--- src/sv/bf3_pkg.sv ---
// ----------------------------------------------------------------------------
// bf3_pkg
// Shared constants and types of the 3x3 box filter stream.
// ----------------------------------------------------------------------------
package bf3_pkg;

  localparam int MAX_WIDTH = 1024;
  localparam int PIX_W     = 8;
  localparam int COL_W     = $clog2(MAX_WIDTH);
  localparam int WID_W     = 11;
  localparam int CSUM_W    = 10;  // three pixels
  localparam int SUM_W     = 12;  // nine pixels
  localparam int LINE_W    = 2 * PIX_W;

  localparam logic [WID_W-1:0] WIDTH_MAX   = WID_W'(MAX_WIDTH);
  localparam logic [WID_W-1:0] WIDTH_RESET = WID_W'(MAX_WIDTH);

  typedef enum logic [1:0] {
    PH_FIRST,
    PH_SECOND,
    PH_LATER
  } phase_t;

  // item held in the input register
  typedef struct packed {
    logic [PIX_W-1:0] pix;
    logic             flush;
    logic [COL_W-1:0] col;
    logic             eor;
    phase_t           phase;
  } item_t;

  typedef struct packed {
    logic [SUM_W-1:0] box_sum;
    logic [COL_W-1:0] out_column;
    logic             end_of_row;
    logic             end_of_frame;
    logic             last_of_run;
  } result_t;

  // up to two results of one item
  typedef struct packed {
    logic    v1;
    result_t r1;
    logic    v2;
    result_t r2;
  } res_pair_t;

  // line buffer write port; data is {row r-1, row r}
  typedef struct packed {
    logic              en;
    logic [COL_W-1:0]  addr;
    logic [LINE_W-1:0] data;
  } lb_wr_t;

endpackage

--- src/sv/bf3_window.sv ---
// ----------------------------------------------------------------------------
// bf3_window
// Two-column window registers and the column sums giving up to two results
// per item; also forms the line buffer write for the item.
// ----------------------------------------------------------------------------
module bf3_window (
  input  logic                       clk,
  input  logic                       rst,
  input  logic                       fire,
  input  bf3_pkg::item_t             item,
  input  logic [bf3_pkg::LINE_W-1:0] line_q,
  output bf3_pkg::res_pair_t         res,
  output bf3_pkg::lb_wr_t            wr
);

  logic [bf3_pkg::PIX_W-1:0]  win1 [3];  // column c-1
  logic [bf3_pkg::PIX_W-1:0]  win2 [3];  // column c-2
  logic [bf3_pkg::PIX_W-1:0]  cur [3];
  logic [bf3_pkg::PIX_W-1:0]  prev;
  logic [bf3_pkg::PIX_W-1:0]  prev2;
  logic [bf3_pkg::CSUM_W-1:0] s_new;
  logic [bf3_pkg::CSUM_W-1:0] s_c1;
  logic [bf3_pkg::CSUM_W-1:0] s_c2;
  logic                       col0;
  logic                       live;

  assign prev2 = line_q[bf3_pkg::LINE_W-1:bf3_pkg::PIX_W];
  assign prev  = line_q[bf3_pkg::PIX_W-1:0];
  assign col0  = (item.col == '0);
  assign live  = (item.phase != bf3_pkg::PH_FIRST);

  assign cur[0] = (item.phase == bf3_pkg::PH_LATER) ? prev2 : '0;
  assign cur[1] = live ? prev : '0;
  assign cur[2] = item.pix;

  assign s_new = bf3_pkg::CSUM_W'(cur[0]) + bf3_pkg::CSUM_W'(cur[1])
               + bf3_pkg::CSUM_W'(cur[2]);
  assign s_c1  = col0 ? '0 : bf3_pkg::CSUM_W'(win1[0]) + bf3_pkg::CSUM_W'(win1[1])
                           + bf3_pkg::CSUM_W'(win1[2]);
  assign s_c2  = col0 ? '0 : bf3_pkg::CSUM_W'(win2[0]) + bf3_pkg::CSUM_W'(win2[1])
                           + bf3_pkg::CSUM_W'(win2[2]);

  always_comb begin
    res.v1              = live && !col0;
    res.r1.box_sum      = bf3_pkg::SUM_W'(s_c2) + bf3_pkg::SUM_W'(s_c1)
                        + bf3_pkg::SUM_W'(s_new);
    res.r1.out_column   = item.col - bf3_pkg::COL_W'(1);
    res.r1.end_of_row   = 1'b0;
    res.r1.end_of_frame = 1'b0;
    res.r1.last_of_run  = !item.eor;
    res.v2              = live && item.eor;
    res.r2.box_sum      = bf3_pkg::SUM_W'(s_c1) + bf3_pkg::SUM_W'(s_new);
    res.r2.out_column   = item.col;
    res.r2.end_of_row   = 1'b1;
    res.r2.end_of_frame = item.flush;
    res.r2.last_of_run  = 1'b1;
  end

  assign wr.en   = fire;
  assign wr.addr = item.col;
  assign wr.data = {prev, item.pix};

  always_ff @(posedge clk) begin
    if (rst) begin
      for (int i = 0; i < 3; i++) begin
        win1[i] <= '0;
        win2[i] <= '0;
      end
    end else if (fire) begin
      for (int i = 0; i < 3; i++) begin
        win1[i] <= cur[i];
        win2[i] <= col0 ? '0 : win1[i];
      end
    end
  end

endmodule

--- config.mk ---
export PLATFORM = sky130hd
export DESIGN_NAME = bf3_window
export DESIGN_NICKNAME = d
export VERILOG_FILES = /design/src/sv/bf3_pkg.sv /design/src/sv/bf3_window.sv
export SDC_FILE = /design/constraint.sdc
export NUM_CORES = 1
export LEC_CHECK = 0
export BUFFER_PORTS_ARGS = -buffer_cell sky130_fd_sc_hd__buf_2
export CAP_MARGIN = 20
export CORE_ASPECT_RATIO = 0.75
export CORE_UTILIZATION = 40
export DETAILED_ROUTE_END_ITERATION = 8
export GPL_TIMING_DRIVEN = 0
export MAX_ROUTING_LAYER = met4
export SYNTH_ARGS = -nofsm -noshare
export SYNTH_HDL_FRONTEND = slang
export SYNTH_SLANG_ARGS = --single-unit
export TNS_END_PERCENT = 10
--- constraint.sdc ---
create_clock -name clk -period 12.8 [get_ports clk]
set_input_delay 1.92 -clock clk [delete_from_list [all_inputs] [get_ports clk]]
set_output_delay 1.92 -clock clk [all_outputs]
set_load 0.02 [all_outputs]
==> metrics.cfg, run 1 <==
[status]
status = finished clean

[sta]
rsz0062_at_grt = false
layout_min_cycle_time_ps = 9100
fin_skew_ps = 8.71
fin_tns_setup_ps = 0
slew_viol_final = 0
finalSetupViolCount = 0
maxSlewHeadroom_pct = 47.0
tightest_slew_ps = 774
hold_violations = 0
final.period_utilization_pct = 71.1
max_freq_mhz = 110

[finish]
synthToLayoutAreaGrowth_pct = 19.4
drive_above_1_share_pct = 28.1
postLayoutCoreUtil_pct = 50.3
final_nets = 756
fillers = 1086
fin_area_um2 = 5970
diodes = 0

[power]
p_seq_share_pct = 14.7
p_switching_mw = 0.643
p_sw_share_pct = 49.3
clkPwrFrac_pct = 11.6
share_comb_of_total_power_pct = 73.7
power.leakage_nw = 3.09
power_mw = 1.30
p_int_mw = 0.661
peakVddDrop_uv = 340
powerDensity_nw_per_um2 = 218

[yosys]
syn_inst = 511
synthTopCellsByArea = edfxtp_1 29%, fa_1 16%, ha_1 10%, buf_4 6.6%, and3_1 4.6%
yosysTopAreaCellShare_pct = 28.8
synth-seq-area-share_pct = 28.8
synthTopCellsByCount = 59 x inv_1, 48 x edfxtp_1, 44 x buf_4
synth_top_area_cell = edfxtp_1
avgSynthCellArea_um2 = 9.79
synthMostInstantiatedCell = inv_1
synth_area_um2 = 5000
synth-seq-cells = 48
synth-async-reset-ratio_pct = 0
synth_edf_count = 48
yosysWarnings = 0
yosysUniqueCellTypes = 42
ys.flop_type = edfxtp_1

[floorplanning]
coreArea_um2 = 11900
die_area_um2 = 13000
ioPinCount = 120
die_h_um = 98.8
die_w_um = 131
initial_core_util_pct = 42.1
fp-row-count = 34

[clock_tree]
cts_made_buffers = 5
clock-root-buffer = clkbuf_16
tritoncts = built
clk_latency_ps = 290
post_cts_buffers = 0
cts.sinks = 48
cts_hold_buf = 0
clk_pin_slew_worst_paths_ps = 70
cts_resized = 0
cts_buffer_depth = 2
h-tree-depth = 2

[global_route]
grt_antenna_before_repair = 0
grt.overflow.total = 0
grt_pass1_vias = 3843
grtUsageTotal_pct = 19.6
grt_max_degree = 49
grt_pass1_wl_um = 19400

[critical_path]
end_kind = primary output
cp_data_required_time_ps = 10880
crit_arrival_ps = 7180
path_max_fanout = 10
cp-start-kind = input port
setup.worst_path.class = in -> out

[route]
drc = 0
viasPerCell = 4.87
drtAntennaViolNets = 0
vias = 3883
drt-pass1-iter-count = 4
wl_per_cell_um = 14.9
wirelength_um = 11900
drt_iter0_markers = 206

[place]
place_area_um2 = 5780
gp_congestion = 0.835
io_buffer_count = 113
place_hpwl_um = 10100

[worst_hold_path]
min_path_type = reg -> reg

[job]
maxCapViolCount = 0

through the flow:
step	hold slack, ps	std cells	setup slack (ps)
2_1_floorplan	570	514	4640
3_3_place_gp	587	789	3740
3_5_place_dp	591	789	3730
4_1_cts	609	797	3710
5_1_grt	645	798	3270
6_report	606	798	3700
flip-flops by register name, summed over array words and instances (netlist names):
name / flops
win2: 24
win1: 24
path summary, 6_finish.rpt:
kind          startpoint          end  slack [ps]  depth (start not counted)
max              item[0]      res[49]        3700                         22
min          win1[0][21]  win2[0][21]         610                          1
max reg2reg   win1[0][3]   win2[0][3]       11920                          1
min reg2reg  win1[0][21]  win2[0][21]         610                          1
layout make-up:
class                   instances  area (um2)  area share (%)
plain buffers                  54         384            6.43
clock buffers                   5         125            2.10
clock inverters                 3        46.3           0.775
inverters                      59         221            3.71
multi-input cells             353        2970            49.7
flip-flops and latches         48        1440            24.1
well taps                     162         203            3.39
repair buffers                114         586            9.81
cells in the final DEF (no fill, tap or decap), drive strengths merged, types with 24 or more instances in the layout:
cell    synthesis  routed
and3           37      37
fa             39      39
and2           24      24
edfxtp         48      48
nand2          26      26
xnor2          25      25
buf            47     161
ha             41      41
a21oi          27      27
inv            59      60
nor2           24      24
metal layers:
metal / global-route usage [%] / share of wire [%] / wire [um] / vias up
li1: - / - / - / 1920
met1: 28.4 / 50 / 5910 / 1835
met2: 30.1 / 44 / 5280 / 120
met3: 1.95 / 5.3 / 627 / 8
met4: 3.08 / 0.66 / 79 / 0
met5: - / 0 / 0 / -
cell families after synthesis:
| kind of cell | synth area share, % |
|---|---|
| buffers and inverters | 12.1 |
| flip-flops | 28.8 |
| adder cells (fa/ha/maj) | 25.9 |
| other | 0.150 |
| AND/OR/NAND/NOR | 16.3 |
| AO/OA/AOI/OAI | 9.78 |
| XOR/XNOR | 7.01 |
worst max-delay path: stages:
cell,delay (ps)
buf_2,110
nor2b_1,240
clkbuf_1,400
nand2_1,160
fa_1,500
inv_1,70
ha_1,240
fa_1,410
a21o_1,190
a21oi_1,270
o21bai_1,100
a21oi_1,390
xor2_1,160
fa_1,560
inv_1,40
ha_1,350
a21oi_1,180
o21ai_0,130
a31o_2,260
a21oi_1,170
xnor2_1,130
buf_2,180
power groups by stage:
stage / registers (mW) / logic (mW) / clock network (mW)
after detailed placement: 0.195 / 0.962 / 0
final: 0.191 / 0.961 / 0.151
after global placement: 0.194 / 0.944 / 0
after CTS: 0.192 / 0.966 / 0.153
after global routing: 0.193 / 1.07 / 0.158
after floorplan: 0.193 / 0.707 / 0
(Power assumes the default switching activity.)
==> run 2, diff against run 1 <==
clock period = 8.1 ns   (was 12.8 ns; I/O delays follow)
==> metrics.cfg, run 2 (same netlist as run 1, synthesis figures left out) <==
[status]
status = finished clean  ; unchanged

[route]
drt-pass1-iter-count = 4  ; unchanged
wirelength_um = 11900  ; about the same
vias = 3872  ; was 3883
viasPerCell = 4.85  ; was 4.87
drtAntennaViolNets = 0  ; unchanged
drt_iter0_markers = 209  ; was 206
drc = 0  ; unchanged
wl_per_cell_um = 14.9  ; about the same

[job]
maxCapViolCount = 0  ; unchanged

[clock_tree]
clock-root-buffer = clkbuf_16  ; unchanged
cts_buffer_depth = 2  ; unchanged
tritoncts = built  ; unchanged
cts.sinks = 48  ; unchanged
cts_resized = 0  ; unchanged
h-tree-depth = 2  ; unchanged
cts_hold_buf = 0  ; unchanged
clk_pin_slew_worst_paths_ps = 70  ; about the same
clk_latency_ps = 290  ; about the same
post_cts_buffers = 0  ; unchanged
cts_made_buffers = 5  ; unchanged

[power]
p_sw_share_pct = 49.3  ; about the same
power_mw = 2.06  ; was 1.30 mW
peakVddDrop_uv = 538  ; was 340 uV
p_int_mw = 1.05  ; was 0.661 mW
powerDensity_nw_per_um2 = 345  ; was 218 nW/um2
power.leakage_nw = 3.10  ; was 3.09 nW
p_switching_mw = 1.02  ; was 0.643 mW
clkPwrFrac_pct = 11.6  ; about the same
p_seq_share_pct = 14.7  ; about the same
share_comb_of_total_power_pct = 73.7  ; about the same

[critical_path]
setup.worst_path.class = in -> out  ; unchanged
end_kind = primary output  ; unchanged
path_max_fanout = 10  ; unchanged
cp-start-kind = input port  ; unchanged
crit_arrival_ps = 6340  ; was 7180 ps
cp_data_required_time_ps = 6880  ; was 10880 ps

[sta]
fin_skew_ps = 8.73  ; was 8.71 ps
fin_tns_setup_ps = 0  ; unchanged
final.period_utilization_pct = 93.2
hold_violations = 0  ; unchanged
tightest_slew_ps = 774  ; about the same
rsz0062_at_grt = false  ; unchanged
max_freq_mhz = 132
finalSetupViolCount = 0  ; unchanged
maxSlewHeadroom_pct = 47.0  ; about the same
layout_min_cycle_time_ps = 7550
slew_viol_final = 0  ; unchanged

[global_route]
grt_max_degree = 49  ; unchanged
grt.overflow.total = 0  ; unchanged
grtUsageTotal_pct = 19.6  ; unchanged
grt_pass1_vias = 3843  ; unchanged
grt_pass1_wl_um = 19400  ; unchanged
grt_antenna_before_repair = 0  ; unchanged

[floorplanning]
die_h_um = 98.8  ; unchanged
ioPinCount = 120  ; unchanged
die_w_um = 131  ; unchanged
coreArea_um2 = 11900  ; unchanged
fp-row-count = 34  ; unchanged
initial_core_util_pct = 42.1  ; unchanged
die_area_um2 = 13000  ; unchanged

[place]
io_buffer_count = 113  ; unchanged
place_hpwl_um = 10100  ; unchanged
gp_congestion = 0.835  ; unchanged
dp.cells = 789  ; unchanged

[finish]
drive_above_1_share_pct = 28.3  ; was 28.1%
final_cell_mix = 114 x buf_2, 59 x inv_1, 48 x edfxtp_1, 44 x buf_4, 41 x ha_1  ; unchanged
final_nets = 756  ; unchanged
final_common_cell = buf_2  ; unchanged
synthToLayoutAreaGrowth_pct = 19.4  ; about the same
reg_top3 = win1 x24, win2 x24  ; unchanged
diodes = 0  ; unchanged
final_cells = 798  ; unchanged

[worst_hold_path]
min_path_type = reg -> reg  ; unchanged

==> run 2: cell counts in the layout (fill, tap and decap cells not counted) <==
No cell type changed its count.
==> run 2: critical path, cell delays in order <==
cell	delay (ps)
buf_2	90
or2_2	150
clkbuf_1	350
nand2_1	160
fa_1	520
inv_1	70
ha_1	240
fa_1	410
a21o_1	190
a21oi_1	270
o21bai_1	100
a21oi_1	390
xor2_1	160
fa_1	560
inv_1	40
ha_1	350
a21oi_1	180
o21ai_0	130
a31o_2	260
a21oi_1	170
xnor2_1	130
buf_2	180
==> run 2: stage by stage <==
step           util, %  hold slack (ps)  cell area (um2)  worst slack (ps)
2_1_floorplan        -              570             5010              1350
3_3_place_gp      48.7              587             5780               454
3_5_place_dp      48.7              591             5780               435
4_1_cts           50.1              609             5950               420
5_1_grt           50.3              645             5970               146
6_report          50.3              606             5970               548
==> run 2: final timing paths <==
path          startpoint           to  slack (ps)  cells after the start
min reg2reg  win1[0][21]  win2[0][21]         610                      1
max reg2reg   win1[0][3]   win2[0][3]        7220                      1
max              item[0]      res[49]         550                     22
min          win1[0][21]  win2[0][21]         610                      1
==> run 2: metal layers <==
| layer | part of all wire [%] | routed length, um | up-vias | track usage (%) |
|---|---|---|---|---|
| met5 | 0 | 0 | - | - |
| met4 | 0.66 | 79 | 0 | 3.08 |
| met3 | 5.4 | 643 | 8 | 1.95 |
| met2 | 44 | 5300 | 120 | 30.1 |
| met1 | 49 | 5890 | 1825 | 28.4 |
| li1 | - | - | 1919 | - |
==> run 2: layout make-up <==
type	instances	area (um2)
sequential	48	1440
tap	162	203
buffer	54	385
multi-input combinational	353	2970
clock inverter	3	46.3
fill	1085	5900
inverter	59	221
clock buffer	5	125
timing repair buffer	114	586
==> run 2: power by group through the flow <==
| stage | registers (mW) | clock network [mW] | logic, mW |
|---|---|---|---|
| 4_1_cts | 0.303 | 0.242 | 1.53 |
| 3_3_place_gp | 0.307 | 0 | 1.49 |
| 6_report | 0.302 | 0.239 | 1.52 |
| 5_1_grt | 0.305 | 0.250 | 1.68 |
| 2_1_floorplan | 0.305 | 0 | 1.12 |
| 3_5_place_dp | 0.308 | 0 | 1.52 |
