File: config.mk
export PLATFORM = sky130hd
export DESIGN_NAME = bf3_out_queue_flat
export DESIGN_NICKNAME = d
export VERILOG_FILES = /design/src/sv/bf3_pkg.sv /design/src/sv/bf3_sum_if.sv /design/src/sv/bf3_out_queue.sv /design/src/flat_wrapper.sv
export SDC_FILE = /design/constraint.sdc
export NUM_CORES = 1
export LEC_CHECK = 0
export ABC_CLOCK_PERIOD_IN_PS = 3200
export BUFFER_PORTS_ARGS = -buffer_cell sky130_fd_sc_hd__buf_2
export CAP_MARGIN = 20
export CORE_ASPECT_RATIO = 0.6
export CORE_MARGIN = 8
export CORE_UTILIZATION = 52
export DETAILED_ROUTE_END_ITERATION = 6
export GPL_TIMING_DRIVEN = 0
export PLACE_DENSITY_LB_ADDON = 0.2
export SLEW_MARGIN = 30
export SYNTH_ARGS = -nofsm -noshare
export SYNTH_HDL_FRONTEND = slang
export SYNTH_SLANG_ARGS = --single-unit
File: constraint.sdc
create_clock -name clk -period 3.2 [get_ports clk]
set_input_delay 0.48 -clock clk [delete_from_list [all_inputs] [get_ports clk]]
set_output_delay 0.48 -clock clk [all_outputs]
set_load 0.05 [all_outputs]
File: src/sv/bf3_pkg.sv
// ----------------------------------------------------------------------------
// bf3_pkg
// Shared constants and types of the 3x3 box filter stream.
// ----------------------------------------------------------------------------
package bf3_pkg;

  localparam int MAX_WIDTH = 1024;
  localparam int PIX_W     = 8;
  localparam int COL_W     = $clog2(MAX_WIDTH);
  localparam int WID_W     = 11;
  localparam int CSUM_W    = 10;  // three pixels
  localparam int SUM_W     = 12;  // nine pixels
  localparam int LINE_W    = 2 * PIX_W;

  localparam logic [WID_W-1:0] WIDTH_MAX   = WID_W'(MAX_WIDTH);
  localparam logic [WID_W-1:0] WIDTH_RESET = WID_W'(MAX_WIDTH);

  typedef enum logic [1:0] {
    PH_FIRST,
    PH_SECOND,
    PH_LATER
  } phase_t;

  // item held in the input register
  typedef struct packed {
    logic [PIX_W-1:0] pix;
    logic             flush;
    logic [COL_W-1:0] col;
    logic             eor;
    phase_t           phase;
  } item_t;

  typedef struct packed {
    logic [SUM_W-1:0] box_sum;
    logic [COL_W-1:0] out_column;
    logic             end_of_row;
    logic             end_of_frame;
    logic             last_of_run;
  } result_t;

  // up to two results of one item
  typedef struct packed {
    logic    v1;
    result_t r1;
    logic    v2;
    result_t r2;
  } res_pair_t;

  // line buffer write port; data is {row r-1, row r}
  typedef struct packed {
    logic              en;
    logic [COL_W-1:0]  addr;
    logic [LINE_W-1:0] data;
  } lb_wr_t;

endpackage

File: src/sv/bf3_sum_if.sv
// ----------------------------------------------------------------------------
// bf3_sum_if
// Result channel: valid/ready handshake with the neighbourhood sum and tags.
// ----------------------------------------------------------------------------
interface bf3_sum_if;
  logic                     valid;
  logic                     ready;
  logic [bf3_pkg::SUM_W-1:0] box_sum;
  logic [bf3_pkg::COL_W-1:0] out_column;
  logic                     end_of_row;
  logic                     end_of_frame;
  logic                     last_of_run;

  modport source (output valid, output box_sum, output out_column, output end_of_row,
                  output end_of_frame, output last_of_run, input ready);
  modport sink   (input valid, input box_sum, input out_column, input end_of_row,
                  input end_of_frame, input last_of_run, output ready);
endinterface

File: src/sv/bf3_out_queue.sv
// ----------------------------------------------------------------------------
// bf3_out_queue
// Two-slot result register: slot 0 drives the port, slot 1 holds the
// end-of-row result that follows in the same item.
// ----------------------------------------------------------------------------
module bf3_out_queue (
  input  logic               clk,
  input  logic               rst,
  input  logic               push,
  input  bf3_pkg::res_pair_t res,
  output logic               room,
  bf3_sum_if.source          sums
);

  bf3_pkg::result_t slot0;
  bf3_pkg::result_t slot1;
  logic             slot0_v;
  logic             slot1_v;
  logic             take;
  logic             push_any;

  assign take     = slot0_v && sums.ready;
  assign room     = !slot1_v && (!slot0_v || sums.ready);
  assign push_any = push && (res.v1 || res.v2);

  always_ff @(posedge clk) begin
    if (rst) begin
      slot0_v <= 1'b0;
      slot1_v <= 1'b0;
    end else if (push_any) begin
      slot0_v <= 1'b1;
      slot1_v <= res.v1 && res.v2;
    end else if (take) begin
      slot0_v <= slot1_v;
      slot1_v <= 1'b0;
    end
  end

  always_ff @(posedge clk) begin
    if (push_any) begin
      slot0 <= res.v1 ? res.r1 : res.r2;
      slot1 <= res.r2;
    end else if (take) begin
      slot0 <= slot1;
    end
  end

  assign sums.valid        = slot0_v;
  assign sums.box_sum      = slot0.box_sum;
  assign sums.out_column   = slot0.out_column;
  assign sums.end_of_row   = slot0.end_of_row;
  assign sums.end_of_frame = slot0.end_of_frame;
  assign sums.last_of_run  = slot0.last_of_run;

endmodule

File: src/flat_wrapper.sv
// flat-port wrapper written by rule: the top's interface ports become plain ports
module bf3_out_queue_flat 
  (clk, rst, push, res, room, sums_valid, sums_box_sum, sums_out_column, sums_end_of_row, sums_end_of_frame, sums_last_of_run, sums_ready);
  bf3_sum_if sums_i ();
  input  logic clk;
  input  logic rst;
  input  logic push;
  input  bf3_pkg::res_pair_t res;
  output logic room;
  output wire logic [$bits(sums_i.valid)-1:0] sums_valid;
  output wire logic [$bits(sums_i.box_sum)-1:0] sums_box_sum;
  output wire logic [$bits(sums_i.out_column)-1:0] sums_out_column;
  output wire logic [$bits(sums_i.end_of_row)-1:0] sums_end_of_row;
  output wire logic [$bits(sums_i.end_of_frame)-1:0] sums_end_of_frame;
  output wire logic [$bits(sums_i.last_of_run)-1:0] sums_last_of_run;
  input wire logic [$bits(sums_i.ready)-1:0] sums_ready;
  assign sums_valid = sums_i.valid;
  assign sums_box_sum = sums_i.box_sum;
  assign sums_out_column = sums_i.out_column;
  assign sums_end_of_row = sums_i.end_of_row;
  assign sums_end_of_frame = sums_i.end_of_frame;
  assign sums_last_of_run = sums_i.last_of_run;
  assign sums_i.ready = sums_ready;
  bf3_out_queue u_core (.clk(clk), .rst(rst), .push(push), .res(res), .room(room), .sums(sums_i));
endmodule
==> results.tsv, run 1 <==
metric	value	unit
Most Used Layer, Global Route	met2	
final hold slack	349	ps
M3 GR Usage	6.32	%
Ys Warns	0	
CTS H-tree depth	2	
top post-synthesis cells by count	edfxtp_1 (50), nand2_1 (27), mux2i_1 (25)	
actual slew at the worst max-slew pin	877	ps
number of global-route vias before repair	1465	
DR vias/cell	5.05	
most numerous cell in the Yosys netlist	edfxtp_1	
Final ANT Viol Nets	0	
Max Slew Vio Count	0	
met2 Use GR	21.1	%
Post-DP Area	2600	um^2
drt total wl	4640	um
post-CTS setup repair buffer count	0	
top_reg_cell synth	edfxtp_1	
Synth Instances	146	
Overflow after GRT	0	
final setup violating endpoints	0	
crit path to	u_core.slot1[11]	
CP Launch Type	input port	
design area	2710	um^2
initial antenna violation count	0	
Root Buffer	clkbuf_8	
CTS max path bufs	2	
Max VDD drop	0.000343	V
Post-Layout Cell Count	285	
RSZ-0062 raised after global routing	false	
fmax	0.485	GHz
chip width	98.6	um
Worst-path clk slew	90	ps
share of cells above drive strength 1	41.3	%
FF-to-FF path depth	2	
worst rel slew slack	41.2	%
share of the synthesized area in the top cell type	70.5	%
global-route wire length before repair	7150	um
Setup TNS	0	ps
Post-synth EDFFs	50	
Post-Synthesis Cell Area	2130	um^2
PwrDens	572	nW/um^2
Total GRT Usage	14.2	%
Hold Crit Start	rst	
fin crit period	2060	ps
Required @ worst endpoint	2970	ps
r2r endpoint	u_core.sums.box_sum[0]	
GRT met1 Usage	18.8	%
Setup CP Type	input port to flop	
Netlist cell types	13	
DRT Pass-1 Iters	4	
Nets	290	
Fin. Hold Viols	0	
TritonCTS buffer count	5	
Die Y-Extent	65.6	um
reg2reg setup slack	1890	ps
Avg WL per Cell	16.3	um
die area	6470	um^2
most area-hungry cell type in the Yosys netlist	edfxtp_1	
RD Place Congestion	0.747	
clock skew	4.92	ps
Period Utilization, post-route	64.4	%
register area share after synthesis	72.3	%
worst path arrival time	1830	ps
Clk pwr share	27.4	%
reg-to-reg startpoint	u_core.sums.valid	
synthesis-to-finish area growth	27.1	%
Skew-Pair Late Insertion Delay	290	ps
Worst Setup End Kind	flop	
Total Power	1.55	mW
DRT iter0 DRCs	70	
Comb power frac	18.4	%
CORE AREA	4030	um^2
TritonCTS clock tree	done	
CTS resizes	0	
Switch Pwr	0.418	mW
Initial Util	52.9	%
critical path startpoint	res[51]	
asr flop ratio synth	0	%
Residual DRC	0	
Mapped Nets	202	
Int Pwr	1.13	mW
# hold bufs at CTS	0	
sequential share of power	54.1	%
Ports	83	
vias	1440	
clk sinks	52	
status	completed	
ANT cells	0	
flops & latches, synth	52	
largest net degree at the start of global routing	26	
dpl hpwl	3450	um
max-cap viol count	0	
fraction of power spent switching nets	27.0	%
IO buf count	81	
Area contributors post-synth	edfxtp_1 (70%), mux2i_1 (12%), o21ai_0 (4.9%)	
Core Rows	18	
syn_area_per_cell	14.6	um^2
worst min-delay path category	input port to flop	
Worst Path Max Fanout	25	
Leak	1.18	nW
Cells after DPL	277	
==> cells by family after synthesis <==
logic type      share of synthesized area, %
compound gates                          7.57
buf+inv                                 3.11
flops                                   72.3
mux                                     11.7
simple gates                            5.23
==> critical path, cell delays in order <==
cell      delay (ps)
buf_6            130
o21ai_4          270
buf_4            240
clkinv_1         700
==> cell type report <==
type / instances / area (um^2)
clock inverter: 3 / 37.5
fill: 297 / 1320
sequential: 52 / 1540
timing repair buffer: 81 / 405
tap: 50 / 62.6
buffer: 8 / 58.8
clock buffer: 5 / 68.8
inverter: 2 / 7.51
multi-input combinational: 84 / 526
==> placed cells by master (no fill, tap or decap), drive strengths merged <==
cell and instances:
a21oi 3, buf 87, bufinv 1, clkbuf 7, clkinv 3, dfxtp 2, edfxtp 50, inv 1
mux2i 25, nand2 27, nand3 2, o21ai 27
==> worst min path at each step <==
stage / cells after the start / endpoint / slack [ps]
final: 2 / u_core.sums.valid / 350
after global routing: 2 / u_core.slot1_v / 340
after CTS: 2 / u_core.sums.valid / 340
after detailed placement: 2 / u_core.slot1_v / 480
after global placement: 2 / u_core.slot1_v / 470
after floorplan: 2 / u_core.slot1_v / 450
==> stage by stage <==
| stage | util [%] | setup slack, ps |
|---|---|---|
| 2_1_floorplan | - | 1330 |
| 3_3_place_gp | 64.5 | 915 |
| 3_5_place_dp | 64.5 | 1120 |
| 4_1_cts | 67.2 | 1440 |
| 5_1_grt | 67.2 | 990 |
| 6_report | 67.2 | 1140 |
==> power by group through the flow <==
| stage | clock network, mW | registers (mW) | logic (mW) |
|---|---|---|---|
| after global placement | 0 | 0.852 | 0.282 |
| after detailed placement | 0 | 0.853 | 0.288 |
| after floorplan | 0 | 0.965 | 0.0814 |
| after CTS | 0.434 | 0.838 | 0.288 |
| final | 0.425 | 0.838 | 0.285 |
| after global routing | 0.461 | 0.843 | 0.305 |
==> flip-flops by register name (all words and copies together) (netlist names) <==
register	flops
u_core.slot1	25
u_core.sums.box_sum	12
u_core.sums.out_column	10
u_core.slot1_v	1
u_core.sums.end_of_frame	1
u_core.sums.end_of_row	1
u_core.sums.last_of_run	1
u_core.sums.valid	1
==> metal layers <==
| metal | wire (um) | part of all wire (%) |
|---|---|---|
| met1 | 2190 | 47 |
| met2 | 2040 | 44 |
| met3 | 386 | 8.3 |
| met4 | 27 | 0.58 |
| met5 | 0 | 0 |
(Power assumes the default switching activity.)
==> run 2: changes to the inputs <==
Settings changed: ABC_CLOCK_PERIOD_IN_PS 3200 to 1700, CORE_UTILIZATION 52 to 43.
Clock period 3.2 ns to 1.7 ns, I/O delays scaled along.
==> run 2 against run 1 <==
Worst setup slack worse by 810 ps; sequential share of layout area rose by 0.29 points; sequential power increased by 89%; count of clock-buffer cells in the layout stayed put; hold slack lost 230 ps; flip-flop and latch count unchanged; register-to-register slack got worse by 1500 ps; total power is 78% higher; die area grew 17%; critical path depth is the same; critical endpoint is now u_core.sums.box_sum[3]; largest power group unchanged.
==> results.tsv, run 2 (same netlist as run 1, synthesis figures left out) <==
metric	value	unit	change
die area	7540	um^2	+17%
FF-to-FF path depth	2		unchanged
reg-to-reg startpoint	u_core.sums.valid		
most frequent cells in the layout	buf_2 (81), edfxtp_1 (50), nand2_1 (26)		
Fin. Hold Viols	0		unchanged
fin crit period	1370	ps	
worst path arrival time	1280	ps	-550 ps
Worst-path clk slew	80	ps	about the same
DRT Pass-1 Iters	4		unchanged
Hold Crit Start	rst		
# hold bufs at CTS	0		unchanged
worst min-delay path category	input port to flop		
Avg WL per Cell	15.9	um	-2.3%
Worst Path Max Fanout	25		unchanged
Setup TNS	0	ps	unchanged
Core Rows	19		+1
Required @ worst endpoint	1610	ps	-1360 ps
Fill cells	422		+42%
global-route wire length before repair	7370	um	+3.1%
RSZ-0062 raised after global routing	false		
clk sinks	52		unchanged
DR vias/cell	4.78		-5.4%
met3 wire len	358	um	-7.3%
reg2reg setup slack	380	ps	-1510 ps
M1 wire length	2120	um	-3.1%
actual slew at the worst max-slew pin	639	ps	-238 ps
final hold slack	123	ps	-226 ps
fmax	0.730	GHz	
most common library cell in the layout ignoring fill and taps	buf_2		
synthesis-to-finish area growth	26.4	%	
Total GRT Usage	12.4	%	-1.8 points
fraction of power spent switching nets	28.5	%	+1.5 points
sequential share of power	57.2	%	+3.1 points
status	completed		
PwrDens	1020	nW/um^2	+79%
RD Place Congestion	0.680		-8.9%
TritonCTS buffer count	5		unchanged
Final ANT Viol Nets	0		unchanged
Skew-Pair Late Insertion Delay	300	ps	about the same
top layer in use	met4		
Ports	83		unchanged
CP Launch Type	input port		
CTS max path bufs	2		unchanged
Int Pwr	1.97	mW	+74%
area of the multi-input gates	526	um^2	unchanged
Switch Pwr	0.785	mW	+88%
chip width	107	um	+8.4%
Max Slew Vio Count	0		unchanged
max-cap viol count	0		unchanged
drt total wl	4720	um	+1.9%
CTS H-tree depth	2		unchanged
number of global-route vias before repair	1562		+6.6%
Biggest register	u_core.slot1		
CORE AREA	4660	um^2	+16%
vias	1420		-1.4%
largest net degree at the start of global routing	26		unchanged
worst rel slew slack	57.2	%	+16 points
Sequential cell area	1540	um^2	unchanged
CTS resizes	0		unchanged
Overflow after GRT	0		unchanged
WL met2	2200	um	+7.8%
r2r endpoint	u_core.sums.box_sum[3]		
Hold Path End	u_core.sums.valid		
Total Power	2.75	mW	+78%
Leak	1.17	nW	-0.92%
Nets	290		unchanged
share of cells above drive strength 1	41.5	%	+0.18 points
Initial Util	45.7	%	-7.1 points
dpl hpwl	3520	um	+2.1%
max reg flops	25		unchanged
hold path depth	2		unchanged
Setup CP Type	input port to flop		
Max VDD drop	0.000535	V	+56%
Worst Setup End Kind	flop		
ANT cells	0		unchanged
IO buf count	81		unchanged
TritonCTS clock tree	done		
Root Buffer	clkbuf_8		
Comb power frac	19.4	%	+1.0 points
final setup violating endpoints	0		unchanged
DRT iter0 DRCs	53		-24%
Die Y-Extent	70.5	um	+7.5%
initial antenna violation count	0		unchanged
Residual DRC	0		unchanged
post-CTS setup repair buffer count	0		unchanged
Clk pwr share	23.4	%	-4.0 points
Period Utilization, post-route	80.6	%	
clock skew	4.53	ps	-0.390 ps
-- run 2: worst max path at each step --
stage                      startpoint                endpoint  slack (ps)
floorplan           u_core.sums.valid                    room         130
global placement              res[51]         u_core.slot1[8]        -140
detailed placement            res[51]         u_core.slot1[9]        -160
CTS                           res[51]         u_core.slot1[1]         160
global route                  res[51]  u_core.sums.box_sum[0]         250
finish                        res[51]  u_core.sums.box_sum[3]         330
-- run 2: power by group through the flow --
stage	clock, mW	sequential, mW	combinational, mW
5_1_grt	0.706	1.59	0.573
6_report	0.644	1.58	0.535
3_5_place_dp	0	1.61	0.542
4_1_cts	0.660	1.58	0.541
3_3_place_gp	0	1.60	0.535
2_1_floorplan	0	1.82	0.154
-- run 2: critical path, stage by stage --
cell and delay (ps):
buf_6 130, o21ai_4 260, buf_4 230, nand2_2 390
-- run 2: final cells by class --
cell class	instances	share of cell area, %
repair buffers	81	15.0
inverters	2	0.279
clock inverters	2	0.279
plain buffers	8	2.18
clock buffers	5	2.55
multi-input cells	84	19.5
well taps	63	2.93
flip-flops and latches	52	57.2
-- run 2: routing by layer --
layer  global-route usage, %  vias to the layer above
met4                    4.19                        0
li1                        -                      713
met3                    4.95                        5
met1                    14.7                      656
met2                    20.2                       46
met5                       0                        -
-- run 2: metrics by stage --
stage | util (%) | setup slack [ps] | instances | instance area [um^2]
finish | 57.8 | 330 | 297 | 2690
CTS | 57.8 | 165 | 297 | 2690
global route | 57.8 | 253 | 297 | 2690
floorplan | - | 127 | 146 | 2130
detailed placement | 56.2 | -158 | 290 | 2620
global placement | 56.2 | -137 | 290 | 2620
